==> src/hw/rtl/slfp_pkg.sv <==
// ----------------------------------------------------------------------------
// slfp_pkg
// Shared widths, register indexes and the control structs between the parser
// and the burst readout of the frame parser.
// ----------------------------------------------------------------------------
package slfp_pkg;

	localparam int BYTE_W        = 8;
	localparam int LEN_W         = 7;
	localparam int CFG_IDX_W     = 8;
	localparam int DEFAULT_DEPTH = 64;

	// configuration register indexes
	localparam logic [CFG_IDX_W-1:0] REG_START_BYTE = 8'd0;
	localparam logic [CFG_IDX_W-1:0] REG_MAX_LENGTH = 8'd1;

	localparam logic [BYTE_W-1:0] START_BYTE_RST = 8'hAA;
	localparam logic [LEN_W-1:0]  MAX_LENGTH_RST = 7'd64;

	// payload write from the parser into the store
	typedef struct packed {
		logic              en;
		logic [BYTE_W-1:0] data;
	} wr_t;

	// burst launch after a good checksum
	typedef struct packed {
		logic             go;
		logic [LEN_W-1:0] len;
	} start_t;

endpackage

==> src/hw/rtl/slfp_burst.sv <==
// ----------------------------------------------------------------------------
// slfp_burst
// Payload store (one write port, one registered read port) and the readout
// engine that plays a stored frame out as a run of result items.
// ----------------------------------------------------------------------------
module slfp_burst #(
	parameter int PAYLOAD_DEPTH = slfp_pkg::DEFAULT_DEPTH,
	parameter int AW = (PAYLOAD_DEPTH > 1) ? $clog2(PAYLOAD_DEPTH) : 1
) (
	input  logic                         clk,
	input  logic                         arst_n,
	input  slfp_pkg::wr_t                wr,
	input  logic [AW-1:0]                wr_addr,
	input  slfp_pkg::start_t             start,
	output logic                         busy,
	output logic                         out_valid,
	input  logic                         out_ready,
	output logic [slfp_pkg::BYTE_W-1:0]  out_byte,
	output logic [slfp_pkg::LEN_W-1:0]   out_len,
	output logic                         out_last,
	output logic                         out_empty
);

	logic [slfp_pkg::BYTE_W-1:0] mem [PAYLOAD_DEPTH];

	logic                       busy_q;
	logic                       empty_q;
	logic [slfp_pkg::LEN_W-1:0] len_q;
	logic [slfp_pkg::LEN_W-1:0] idx_q;

	logic                        pend_s1;
	logic [slfp_pkg::BYTE_W-1:0] rdata_s1;
	logic [slfp_pkg::LEN_W-1:0]  len_s1;
	logic                        last_s1;
	logic                        empty_s1;

	logic                        out_valid_q;
	logic [slfp_pkg::BYTE_W-1:0] out_byte_q;
	logic [slfp_pkg::LEN_W-1:0]  out_len_q;
	logic                        out_last_q;
	logic                        out_empty_q;

	logic issue;
	logic issue_last;

	// one read in flight at a time; issue only when the output slot frees up
	assign issue      = busy_q && !pend_s1 && (!out_valid_q || out_ready);
	assign issue_last = empty_q || (idx_q == (len_q - 7'd1));

	always_ff @(posedge clk) begin
		if (wr.en) begin
			mem[wr_addr] <= wr.data;
		end
	end

	always_ff @(posedge clk) begin
		if (issue && !empty_q) begin
			rdata_s1 <= mem[idx_q[AW-1:0]];
		end
	end

	always_ff @(posedge clk or negedge arst_n) begin
		if (!arst_n) begin
			busy_q  <= 1'b0;
			empty_q <= 1'b0;
			len_q   <= '0;
			idx_q   <= '0;
		end else if (start.go) begin
			busy_q  <= 1'b1;
			empty_q <= (start.len == '0);
			len_q   <= start.len;
			idx_q   <= '0;
		end else if (issue) begin
			idx_q <= idx_q + 7'd1;
			if (issue_last) begin
				busy_q <= 1'b0;
			end
		end
	end

	always_ff @(posedge clk or negedge arst_n) begin
		if (!arst_n) begin
			pend_s1 <= 1'b0;
		end else begin
			pend_s1 <= issue;
		end
	end

	always_ff @(posedge clk) begin
		if (issue) begin
			len_s1   <= len_q;
			last_s1  <= issue_last;
			empty_s1 <= empty_q;
		end
	end

	// slot is always free when read data lands (see issue condition)
	always_ff @(posedge clk or negedge arst_n) begin
		if (!arst_n) begin
			out_valid_q <= 1'b0;
		end else if (pend_s1) begin
			out_valid_q <= 1'b1;
		end else if (out_ready) begin
			out_valid_q <= 1'b0;
		end
	end

	always_ff @(posedge clk) begin
		if (pend_s1) begin
			out_byte_q  <= empty_s1 ? '0 : rdata_s1;
			out_len_q   <= len_s1;
			out_last_q  <= last_s1;
			out_empty_q <= empty_s1;
		end
	end

	assign busy      = busy_q;
	assign out_valid = out_valid_q;
	assign out_byte  = out_byte_q;
	assign out_len   = out_len_q;
	assign out_last  = out_last_q;
	assign out_empty = out_empty_q;

`ifndef SYNTHESIS
	a_land_free: assert property (@(posedge clk) disable iff (!arst_n)
		pend_s1 |-> !out_valid_q)
		else $error("read data landed on a full output slot");

	a_empty_last: assert property (@(posedge clk) disable iff (!arst_n)
		(out_valid_q && out_empty_q) |-> (out_last_q && out_len_q == '0))
		else $error("empty frame marker without last/zero length");

	a_start_idle: assert property (@(posedge clk) disable iff (!arst_n)
		start.go |-> (!busy_q && !wr.en))
		else $error("burst launched while previous burst still reading");
`endif

endmodule

==> src/hw/rtl/sof_length_xor_frame_parser.sv <==
// ----------------------------------------------------------------------------
// sof_length_xor_frame_parser
// Start byte / length / payload / XOR checksum frame parser with buffered
// burst readout of good frames.
// ----------------------------------------------------------------------------
//
//  channel | dir | handshake           | payload
//  --------+-----+---------------------+-----------------------------------------
//  s_*     | in  | s_tvalid / s_tready | s_tdata[7:0] rx_byte
//  m_*     | out | m_tvalid / m_tready | m_tdata payload_byte, frame_length;
//          |     |                     | m_tlast is_last; m_tuser frame_empty
//  cfg_*   | in  | cfg_valid/cfg_ready | cfg_index register, cfg_data value
//
//  Parsing takes one received item per cycle while s_tready is high;
//  s_tready is high unless a burst readout is running.
//  Readout of an n-byte frame: the single registered read port of the payload
//  store allows one read in flight at a time (read, then output register).
//  The input stalls from the checksum item until the last store read of the
//  burst is issued, so a new frame never overwrites unread payload.
//  m_tready low just holds the output register; reads wait for it.
//  Reset clears control state; the payload store is not cleared.
//  cfg_ready is always high; writes take effect the next cycle.
// ----------------------------------------------------------------------------
module sof_length_xor_frame_parser #(
	parameter int PAYLOAD_DEPTH = slfp_pkg::DEFAULT_DEPTH
) (
	input  logic                            clk,
	input  logic                            arst_n,
	// input stream
	input  logic                            s_tvalid,
	output logic                            s_tready,
	input  logic [7:0]                      s_tdata,   // [7:0] rx_byte
	// result stream
	output logic                            m_tvalid,
	input  logic                            m_tready,
	output logic [15:0]                     m_tdata,   // [7:0] payload_byte,
	                                                   // [14:8] frame_length, [15] zero
	output logic                            m_tlast,   // is_last
	output logic                            m_tuser,   // [0] frame_empty
	// configuration writes
	input  logic                            cfg_valid,
	output logic                            cfg_ready,
	input  logic [slfp_pkg::CFG_IDX_W-1:0]  cfg_index,
	input  logic [7:0]                      cfg_data
);

	localparam int AW = (PAYLOAD_DEPTH > 1) ? $clog2(PAYLOAD_DEPTH) : 1;
	localparam logic [slfp_pkg::LEN_W-1:0] DEPTH_LEN = slfp_pkg::LEN_W'(PAYLOAD_DEPTH);

	// parse phases
	localparam logic [1:0] PH_HUNT = 2'd0;
	localparam logic [1:0] PH_LEN  = 2'd1;
	localparam logic [1:0] PH_DATA = 2'd2;
	localparam logic [1:0] PH_SUM  = 2'd3;

	logic [7:0]                 start_byte_q;
	logic [slfp_pkg::LEN_W-1:0] max_length_q;

	logic [1:0]                 ph_q;
	logic [slfp_pkg::LEN_W-1:0] exp_len_q;
	logic [slfp_pkg::LEN_W-1:0] idx_q;
	logic [7:0]                 xor_q;

	logic                       busy;
	logic                       accept;
	logic [slfp_pkg::LEN_W-1:0] eff_max;
	logic [slfp_pkg::LEN_W-1:0] idx_nxt;
	logic                       too_long;

	slfp_pkg::wr_t    wr;
	slfp_pkg::start_t start;

	logic                       out_valid;
	logic [7:0]                 out_byte;
	logic [slfp_pkg::LEN_W-1:0] out_len;
	logic                       out_last;
	logic                       out_empty;

	// ---------------- configuration ----------------
	assign cfg_ready = 1'b1;

	always_ff @(posedge clk or negedge arst_n) begin
		if (!arst_n) begin
			start_byte_q <= slfp_pkg::START_BYTE_RST;
			max_length_q <= slfp_pkg::MAX_LENGTH_RST;
		end else if (cfg_valid && cfg_ready) begin
			case (cfg_index)
				slfp_pkg::REG_START_BYTE: start_byte_q <= cfg_data;
				slfp_pkg::REG_MAX_LENGTH: max_length_q <= cfg_data[slfp_pkg::LEN_W-1:0];
				default: ;  // unknown index: ignored
			endcase
		end
	end

	// longest accepted length: the configured maximum, capped at the store depth
	assign eff_max  = (max_length_q > DEPTH_LEN) ? DEPTH_LEN : max_length_q;
	assign too_long = (s_tdata > {1'b0, eff_max});

	// ---------------- parser ----------------
	assign s_tready = !busy;
	assign accept   = s_tvalid && s_tready;
	assign idx_nxt  = idx_q + 7'd1;

	assign wr.en    = accept && (ph_q == PH_DATA);
	assign wr.data  = s_tdata;

	assign start.go  = accept && (ph_q == PH_SUM) && (s_tdata == xor_q);
	assign start.len = exp_len_q;

	always_ff @(posedge clk or negedge arst_n) begin
		if (!arst_n) begin
			ph_q      <= PH_HUNT;
			exp_len_q <= '0;
			idx_q     <= '0;
			xor_q     <= '0;
		end else if (accept) begin
			case (ph_q)
				PH_HUNT: begin
					if (s_tdata == start_byte_q) begin
						ph_q <= PH_LEN;
					end
				end
				PH_LEN: begin
					// oversize length is consumed, not rechecked as a start byte
					if (too_long) begin
						ph_q <= PH_HUNT;
					end else begin
						exp_len_q <= s_tdata[slfp_pkg::LEN_W-1:0];
						idx_q     <= '0;
						xor_q     <= s_tdata;
						ph_q      <= (s_tdata == 8'd0) ? PH_SUM : PH_DATA;
					end
				end
				PH_DATA: begin
					xor_q <= xor_q ^ s_tdata;
					idx_q <= idx_nxt;
					if (idx_nxt >= exp_len_q) begin
						ph_q <= PH_SUM;
					end
				end
				default: begin
					// checksum item: match launches the burst, mismatch drops
					ph_q <= PH_HUNT;
				end
			endcase
		end
	end

	// ---------------- store and readout ----------------
	slfp_burst #(
		.PAYLOAD_DEPTH (PAYLOAD_DEPTH),
		.AW            (AW)
	) u_burst (
		.clk       (clk),
		.arst_n    (arst_n),
		.wr        (wr),
		.wr_addr   (idx_q[AW-1:0]),
		.start     (start),
		.busy      (busy),
		.out_valid (out_valid),
		.out_ready (m_tready),
		.out_byte  (out_byte),
		.out_len   (out_len),
		.out_last  (out_last),
		.out_empty (out_empty)
	);

	assign m_tvalid = out_valid;
	assign m_tdata  = {1'b0, out_len, out_byte};
	assign m_tlast  = out_last;
	assign m_tuser  = out_empty;

`ifndef SYNTHESIS
	a_len_fits: assert property (@(posedge clk) disable iff (!arst_n)
		(ph_q == PH_DATA || ph_q == PH_SUM) |-> (exp_len_q <= DEPTH_LEN))
		else $error("accepted length exceeds payload store depth");

	a_idx_range: assert property (@(posedge clk) disable iff (!arst_n)
		(ph_q == PH_DATA) |-> (idx_q < exp_len_q))
		else $error("payload index ran past frame length");

	a_go_hunt: assert property (@(posedge clk) disable iff (!arst_n)
		start.go |=> (ph_q == PH_HUNT && !s_tready))
		else $error("parser not back to hunting/stalled after good checksum");
`endif

endmodule
==> config.mk <==
export PLATFORM = sky130hd
export DESIGN_NAME = sof_length_xor_frame_parser
export DESIGN_NICKNAME = d
export VERILOG_FILES = /design/src/hw/rtl/slfp_pkg.sv /design/src/hw/rtl/slfp_burst.sv /design/src/hw/rtl/sof_length_xor_frame_parser.sv
export SDC_FILE = /design/constraint.sdc
export NUM_CORES = 1
export LEC_CHECK = 0
export ABC_AREA = 1
export BUFFER_PORTS_ARGS = -buffer_cell sky130_fd_sc_hd__buf_4
export CAP_MARGIN = 20
export CORE_MARGIN = 4
export CORE_UTILIZATION = 55
export DETAILED_ROUTE_END_ITERATION = 8
export HOLD_SLACK_MARGIN = 0.12
export PLACE_DENSITY_LB_ADDON = 0.25
export SYNTH_ARGS = -nofsm -noshare
export SYNTH_HDL_FRONTEND = slang
export SYNTH_HIERARCHICAL = 1
export SYNTH_SLANG_ARGS = --single-unit
==> constraint.sdc <==
create_clock -name clk -period 2.9 [get_ports clk]
set_input_delay 0.29 -clock clk [delete_from_list [all_inputs] [get_ports clk]]
set_output_delay 0.29 -clock clk [all_outputs]
set_load 0.01 [all_outputs]
==> summary.txt, run 1 <==
Die Width: 224 µm
Seq/Total Area, Yosys: 69.6%
Vias after detailed routing: 17300
I/O Pins: 50
Switch share: 33.5%
CTS clk-pin slew, worst paths: 0.07 ns
Total negative slack: 0 ns
Post-Syn Nets: 2343
Final Util: 63.0%
Syn_area_per_cell: 11.2 µm²
Wire per inst: 20.5 µm
Final setup vio count: 0
First-pass GRT wire length: 96800 µm
P&R area growth vs syn: 12.3%
Largest cells by area after synthesis: edfxtp_1 (64%), nor2_1 (7.4%), nand2_1 (5.3%), dfrtp_1 (5.1%), o21ai_0 (4.9%)
Clk_lat worst skew: 0.62 ns
DRC Markers: 0
Share of cells above drive strength 1: 11.0%
Setup bufs post-CTS: 0
Synth top area share: 64.0%
CTS tree: built
Final Hold Viols: 0
Via-per-instance ratio: 5.73
LEAKAGE: 0.0105 µW
Cell area after synthesis: 0.0256 mm²
Pwr/cell area: 854 mW/mm²
Layout Nets: 2421
Slew margin rel.: 42.0%
CP startpoint kind: register
CTS Root Buffer Type: clkbuf_16
DRT iter0 DRCs: 1847
Max frequency: 0.411 GHz
Port-buffer cells: 47
Htree depth: 2
Internal power: 16300 µW
Min Tclk post-route: 2.43 ns
Seq pwr share: 41.5%
Worst VDD drop: 0.531 mV
CTS Sinks: 603
RSZ-0062 raised after global routing: no
Die height: 224 µm
Largest net degree at the start of global routing: 94
Clock Path Buffers: 3
Status: finished, final reports clean
HPWL Detailed: 37100 µm
Crit end category: register
Ys flop type: edfxtp_1
DP Area: 0.0268 mm²
Crit share post-route: 83.9%
Final setup margin: 0.467 ns
Worst Path Required: 3.15 ns
Antenna violations before repair: 0
Final Max Tran Viols: 0
Maxcap violations: 0
Tot GR Track Use: 24.8%
Vias in the first global route: 17100
WP data arrival: 2.68 ns
Reg-to-reg slack, setup: 0.47 ns
Critical Path Fanout Max: 13
Total gr overflow: 0
Final design instance area without fill: 0.0288 mm²
Final ANT Viol Nets: 0
Number of flops mapped to enable cells by yosys: 546
Most frequent cell after synthesis: edfxtp_1
Ys Warns: 6
Post-CTS sizing: 0
Commonest cells post-synth: edfxtp_1 (546), nor2_1 (503), nand2_1 (365)
Synth cell types: 43
Layout Skew: 0.0228 ns
Setup Crit Path Kind: reg2reg
Core area: 0.0457 mm²
Die Area: 0.0501 mm²
Cells after synthesis: 2297
Combinational Power Share: 28.0%
Synth area leader: edfxtp_1
Sw power: 8230 µW
Row cnt: 78
DRT Pass-1 Iters: 5
Clock share of power: 30.4%
Fraction of registers with async set/reset: 9.45%
Hold Crit Class: in2reg
Total CTS buffers: 58
Tightest Pin Transition: 0.869 ns
RePlAce Congestion: 0.855
Ant. Diodes: 0
Post-synthesis register bit count: 603
Placement-stage worst setup slack: 0.480 ns
DRT Wirelength: 61900 µm
Initial Util: 56.1%
[per-stage QoR]
stage	total power (µW)	hold slack, ns	instances
after floorplan	15100	-0.00559	2297
after global placement	17000	0.387	2902
after detailed placement	17200	0.398	2902
after CTS	24600	0.121	3022
after global routing	25800	0.164	3022
final	24600	0.125	3022
[state kept, by name, indices dropped and copies added (netlist names), 2 cells and up]
register	flops
start_byte_q	8
idx_q	7
u_burst/out_len	7
u_burst/idx_q	7
max_length_q	7
u_burst/mem	512
xor_q	8
u_burst/len_s1	7
ph_q	2
u_burst/len_q	7
u_burst/rdata_s1	8
exp_len_q	7
u_burst/out_byte	8
[cell type report]
cell class,instances,area [µm²]
clock buffer,70,1510
timing repair buffer,139,1200
clock inverter,37,368
fill,3574,16900
tap,600,751
inverter,111,422
sequential,603,17800
multi-input combinational,1462,6700
[per-layer routing]
metal | up-vias | global-route usage, % | part of all wire (%)
met2 | 679 | 41.1 | 49
met3 | 115 | 4.59 | 7.8
li1 | 8079 | - | -
met5 | - | 0 | 0
met4 | 0 | 8.39 | 3.1
met1 | 8437 | 33.5 | 40
[path summary, 6_finish.rpt]
path | start | to | cells after the start
worst max-delay path | ph_q[1] | u_burst/mem[19][2] | 8
worst min-delay path | s_tdata[1] | exp_len_q[1] | 3
worst max register to register | ph_q[1] | u_burst/mem[19][2] | 8
worst min register to register | u_burst/len_s1[5] | u_burst/out_len[5] | 0
max in group asynchronous | arst_n | u_burst/idx_q[0] | 2
min in group asynchronous | arst_n | exp_len_q[4] | 2
[critical path, stage by stage (launching register included)]
cell     delay (ns)
dfrtp_1        0.43
inv_2          0.08
nor2_2         0.11
inv_2          0.12
nor2_1         0.12
buf_4          0.19
nand4_1        0.12
buf_4          0.24
nor2_1         0.63
[cells in the final DEF, fill, tap and decap left out, types with 17 or more instances in the layout]
cell / count
a21oi_1: 24
o21ai_1: 26
nand2_1: 365
ha_1: 17
nand3_1: 123
clkbuf_16: 58
buf_4: 116
clkinv_1: 18
o21ai_0: 251
o211ai_1: 41
dfrtp_1: 50
nor2_1: 503
inv_1: 98
edfxtp_1: 546
[cell families (layout without fill, tap and decap cells)]
kind of cell             Yosys count  count (layout)  synth area share, %
adder cells (fa/ha/maj)           17              17                0.830
AND/OR/NAND/NOR                 1065            1065                 17.1
XOR/XNOR                          18              18                0.615
AO/OA/AOI/OAI                    360             360                 7.60
flip-flops                       603             603                 69.6
buffers and inverters            232             357                 4.29
other                              2               2               0.0293
[power groups by stage]
stage / logic [µW] / clock network [µW] / registers [µW]
4_1_cts: 6860 / 7550 / 10200
6_report: 6890 / 7480 / 10200
3_3_place_gp: 6650 / 0 / 10400
2_1_floorplan: 4860 / 0 / 10200
5_1_grt: 7640 / 7960 / 10200
3_5_place_dp: 6810 / 0 / 10400
[repair_timing]
action | CTS | global route
hold buffers | 13 | 0
hold endpoints to repair | 72 | 0
setup endpoints to repair | 0 | 0
Note: power is estimated with default switching activity, not from simulation.
==> run 2: changes to the inputs <==
ABC_AREA = 0   (was 1)
clock period = 2.25 ns   (was 2.9 ns; I/O delays follow)
==> summary.txt, run 2 <==
Final setup margin: -0.261 ns (was 0.467 ns)
Combinational Power Share: 14.1% (was 28.0%)
Final setup vio count: 23 (was 0)
Initial Util: 55.7% (was 56.1%)
Total gr overflow: 0 (unchanged)
RSZ-0062 raised after global routing: yes (was no)
Worst VDD drop: 0.603 mV (was 0.531 mV)
Ant. Diodes: 0 (unchanged)
CTS Root Buffer Type: clkbuf_16 (unchanged)
Sw power: 6010 µW (was 8230 µW)
Biggest register: u_burst/mem (unchanged)
Wire per inst: 26.8 µm (was 20.5 µm)
Clk_lat worst skew: 0.61 ns (was 0.62 ns)
Seq/Total Area, Yosys: 72.4% (was 69.6%)
M2 GR Usage: 39.2% (was 41.1%)
CTS clk-pin slew, worst paths: 0.06 ns (was 0.07 ns)
Cell mode on critical path: buf_12
Final ANT Viol Nets: 0 (unchanged)
Ys flop type: edfxtp_1 (unchanged)
Fraction of registers with async set/reset: 9.45% (unchanged)
Die Area: 0.0482 mm² (was 0.0501 mm²)
Seq pwr share: 49.0% (was 41.5%)
Post-synthesis register bit count: 603 (unchanged)
Htree depth: 2 (unchanged)
Syn_area_per_cell: 18.6 µm² (was 11.2 µm²)
Die Width: 220 µm (was 224 µm)
WP data arrival: 2.86 ns (was 2.68 ns)
Slew margin rel.: 49.6% (was 42.0%)
Hold Crit Class: in2reg (unchanged)
DRT Wirelength: 59100 µm (was 61900 µm)
LEAKAGE: 0.00993 µW (was 0.0105 µW)
Switch share: 23.2% (was 33.5%)
Most frequent cell after synthesis: edfxtp_1 (unchanged)
CTS Sinks: 603 (unchanged)
Top Usage Layer GRT: met2 (unchanged)
Clock Path Buffers: 3 (unchanged)
Max frequency: 0.398 GHz (was 0.411 GHz)
Cells after synthesis: 1321 (was 2297)
Commonest cells post-synth: edfxtp_1 (546), mux4_2 (94), nor2_1 (87) (was edfxtp_1 (546), nor2_1 (503), nand2_1 (365))
Min Tclk post-route: 2.51 ns (was 2.43 ns)
DP Area: 0.0269 mm² (was 0.0268 mm²)
Final Hold Viols: 0 (unchanged)
Core area: 0.0442 mm² (was 0.0457 mm²)
Met3 Use GR: 3.28% (was 4.59%)
Crit share post-route: 112% (was 83.9%)
Synth top area share: 66.6% (was 64.0%)
Number of flops mapped to enable cells by yosys: 546 (unchanged)
Placement-stage worst setup slack: -0.324 ns (was 0.480 ns)
Largest net degree at the start of global routing: 67 (was 94)
Most common cell after layout, fill and taps aside: edfxtp_1 (unchanged)
HPWL Detailed: 37200 µm (was 37100 µm)
Via-per-instance ratio: 6.17 (was 5.73)
Pwr/cell area: 874 mW/mm² (was 854 mW/mm²)
Setup Crit Path Kind: reg2reg (unchanged)
Layout Skew: 0.0305 ns (was 0.0228 ns)
Clock share of power: 37.0% (was 30.4%)
Vias in the first global route: 13500 (was 17100)
R2r worst-path depth: 8 (unchanged)
DRC Markers: 0 (unchanged)
Worst path cell trace: buf_12, buf_4, buf_12, mux4_2, a22oi_1, nand2_1, o2bb2ai_1, o22ai_1 (was inv_2, nor2_2, inv_2, nor2_1, buf_4, nand4_1, buf_4, nor2_1)
Most frequent cells in the layout: edfxtp_1 (546), buf_4 (211), mux4_2 (99), clkbuf_16 (62), nor2_1 (55) (was edfxtp_1 (546), nor2_1 (503), nand2_1 (365), o21ai_0 (251), nand3_1 (123))
Die height: 220 µm (was 224 µm)
Number of flip-flops in the largest register: 512 (unchanged)
GR Util met1: 36.1% (was 33.5%)
Reg-to-reg endpoint: u_burst/rdata_s1[0] (was u_burst/mem[19][2])
Ys Warns: 6 (unchanged)
Status: finished with violations (was finished, final reports clean)
FF-to-FF Start: u_burst/idx_q[0] (was ph_q[1])
I/O Pins: 50 (unchanged)
RePlAce Congestion: 0.944 (was 0.855)
Worst Hold Endpoint: exp_len_q[4] (was exp_len_q[1])
Vias after detailed routing: 13600 (was 17300)
Final hold slack: 0.156 ns (was 0.125 ns)
Hold Path Origin: s_tdata[4] (was s_tdata[1])
Worst Path Required: 2.60 ns (was 3.15 ns)
DRT iter0 DRCs: 1436 (was 1847)
Antenna violations before repair: 1 (was 0)
DRT Pass-1 Iters: 5 (unchanged)
Maxcap violations: 0 (unchanged)
Port-buffer cells: 47 (unchanged)
Reg-to-reg slack, setup: -0.26 ns (was 0.47 ns)
Crit end category: register (unchanged)
Post-Syn Nets: 1367 (was 2343)
Internal power: 19900 µW (was 16300 µW)
Tightest Pin Transition: 0.755 ns (was 0.869 ns)
Failing checks: negative setup slack
Share of cells above drive strength 1: 34.5% (was 11.0%)
Critical path's slowest cell: dfrtp_4 (was nor2_1)
Hold depth: 4 (was 3)
Critical Path Fanout Max: 7 (was 13)
First-pass GRT wire length: 87500 µm (was 96800 µm)
CP startpoint kind: register (unchanged)
Synth cell types: 69 (was 43)
Total CTS buffers: 58 (unchanged)
CTS tree: built (unchanged)
Cell area after synthesis: 0.0246 mm² (was 0.0256 mm²)
Largest cells by area after synthesis: edfxtp_1 (67%), mux4_2 (8.6%), dfrtp_1 (5.3%), mux4_1 (2.6%), mux2_2 (1.6%) (was edfxtp_1 (64%), nor2_1 (7.4%), nand2_1 (5.3%), dfrtp_1 (5.1%), o21ai_0 (4.9%))
Layout Nets: 1614 (was 2421)
CP peak stage delay: 0.53 ns (was 0.63 ns)
Final design instance area without fill: 0.0296 mm² (was 0.0288 mm²)
Final Max Tran Viols: 0 (unchanged)
Row cnt: 77 (was 78)
Synth area leader: edfxtp_1 (unchanged)
P&R area growth vs syn: 20.4% (was 12.3%)
Tot GR Track Use: 24.7% (was 24.8%)
run 2: cell types whose count changed in the layout (fill, tap and decap cells not counted), moves of 80 or more:
cell / before / now
nand2_1: 365 / 39
nand3_1: 123 / 16
buf_4: 116 / 211
inv_1: 98 / 18
nor2_1: 503 / 55
mux4_2: 0 / 99
o21ai_0: 251 / 13
run 2: how the worst max path moves through the flow:
stage / end / slack, ns / cells past startpoint / start
3_5_place_dp: u_burst/rdata_s1[6] / -0.32 / 6 / u_burst/idx_q[0]
3_3_place_gp: u_burst/rdata_s1[2] / -0.31 / 6 / u_burst/idx_q[0]
2_1_floorplan: exp_len_q[0] / -0.04 / 9 / max_length_q[6]
4_1_cts: u_burst/rdata_s1[3] / -0.17 / 7 / u_burst/idx_q[0]
5_1_grt: u_burst/rdata_s1[4] / -0.28 / 7 / u_burst/idx_q[0]
6_report: u_burst/rdata_s1[0] / -0.26 / 8 / u_burst/idx_q[0]
run 2: per-layer routing:
| layer | part of all wire [%] | up-vias |
|---|---|---|
| met5 | 0 | - |
| met4 | 2.5 | 0 |
| met3 | 7.3 | 110 |
| met2 | 49 | 557 |
| met1 | 41 | 7113 |
| li1 | - | 5824 |
run 2: critical path, delay by kind of cell (launching register included):
kind	cells	cell delay [ns]
AOI/OAI and AO/OA	3	0.69
DFF	1	0.53
buffers and inverters	3	0.44
muxes	1	0.44
and+or+nand+nor	1	0.13
run 2: repair_timing:
item | CTS | global route
pin swaps | 12 | 19
cloned | 3 | 4
buffers inserted | 8 | 15
hold endpoints to repair | 79 | 0
hold buffers | 14 | 0
gates resized for setup | 30 | 58
setup endpoints to repair | 29 | 39
run 2: power groups by stage:
stage	clock (µW)	sequential, µW	combinational [µW]
after CTS	9730	12700	3380
after global placement	0	12900	3050
after floorplan	0	12900	2040
after detailed placement	0	12900	3100
after global routing	10200	12700	3900
final	9580	12700	3650
run 2: cells by family after synthesis:
group	share of synthesized area [%]
adders and majority gates	0.864
buffers and inverters	2.30
xor gates and xnor gates	1.17
and+or+nand+nor	5.01
muxes	14.2
DFF	72.4
AOI/OAI and AO/OA	4.06
other	0.0305
run 2: metrics by stage:
step                      utilization (%)  cells  total power (µW)  TNS (ns)
after floorplan                         -   1321             14900   -0.0672
after global placement               60.9   2056             16000     -2.41
after detailed placement             60.9   2056             16000     -3.78
after CTS                            66.1   2186             25800     -1.19
after global routing                 67.0   2205             26900     -4.18
final                                67.0   2205             25900     -1.87
run 2: layout make-up:
| type | count | area [µm²] |
|---|---|---|
| Tap cell | 592 | 741 |
| Clock buffer | 70 | 1520 |
| Sequential cell | 603 | 17800 |
| Clock inverter | 35 | 345 |
| Fill cell | 2799 | 14600 |
| Inverter | 19 | 73.8 |
| Timing Repair Buffer | 258 | 2350 |
| Multi-Input combinational cell | 628 | 6770 |
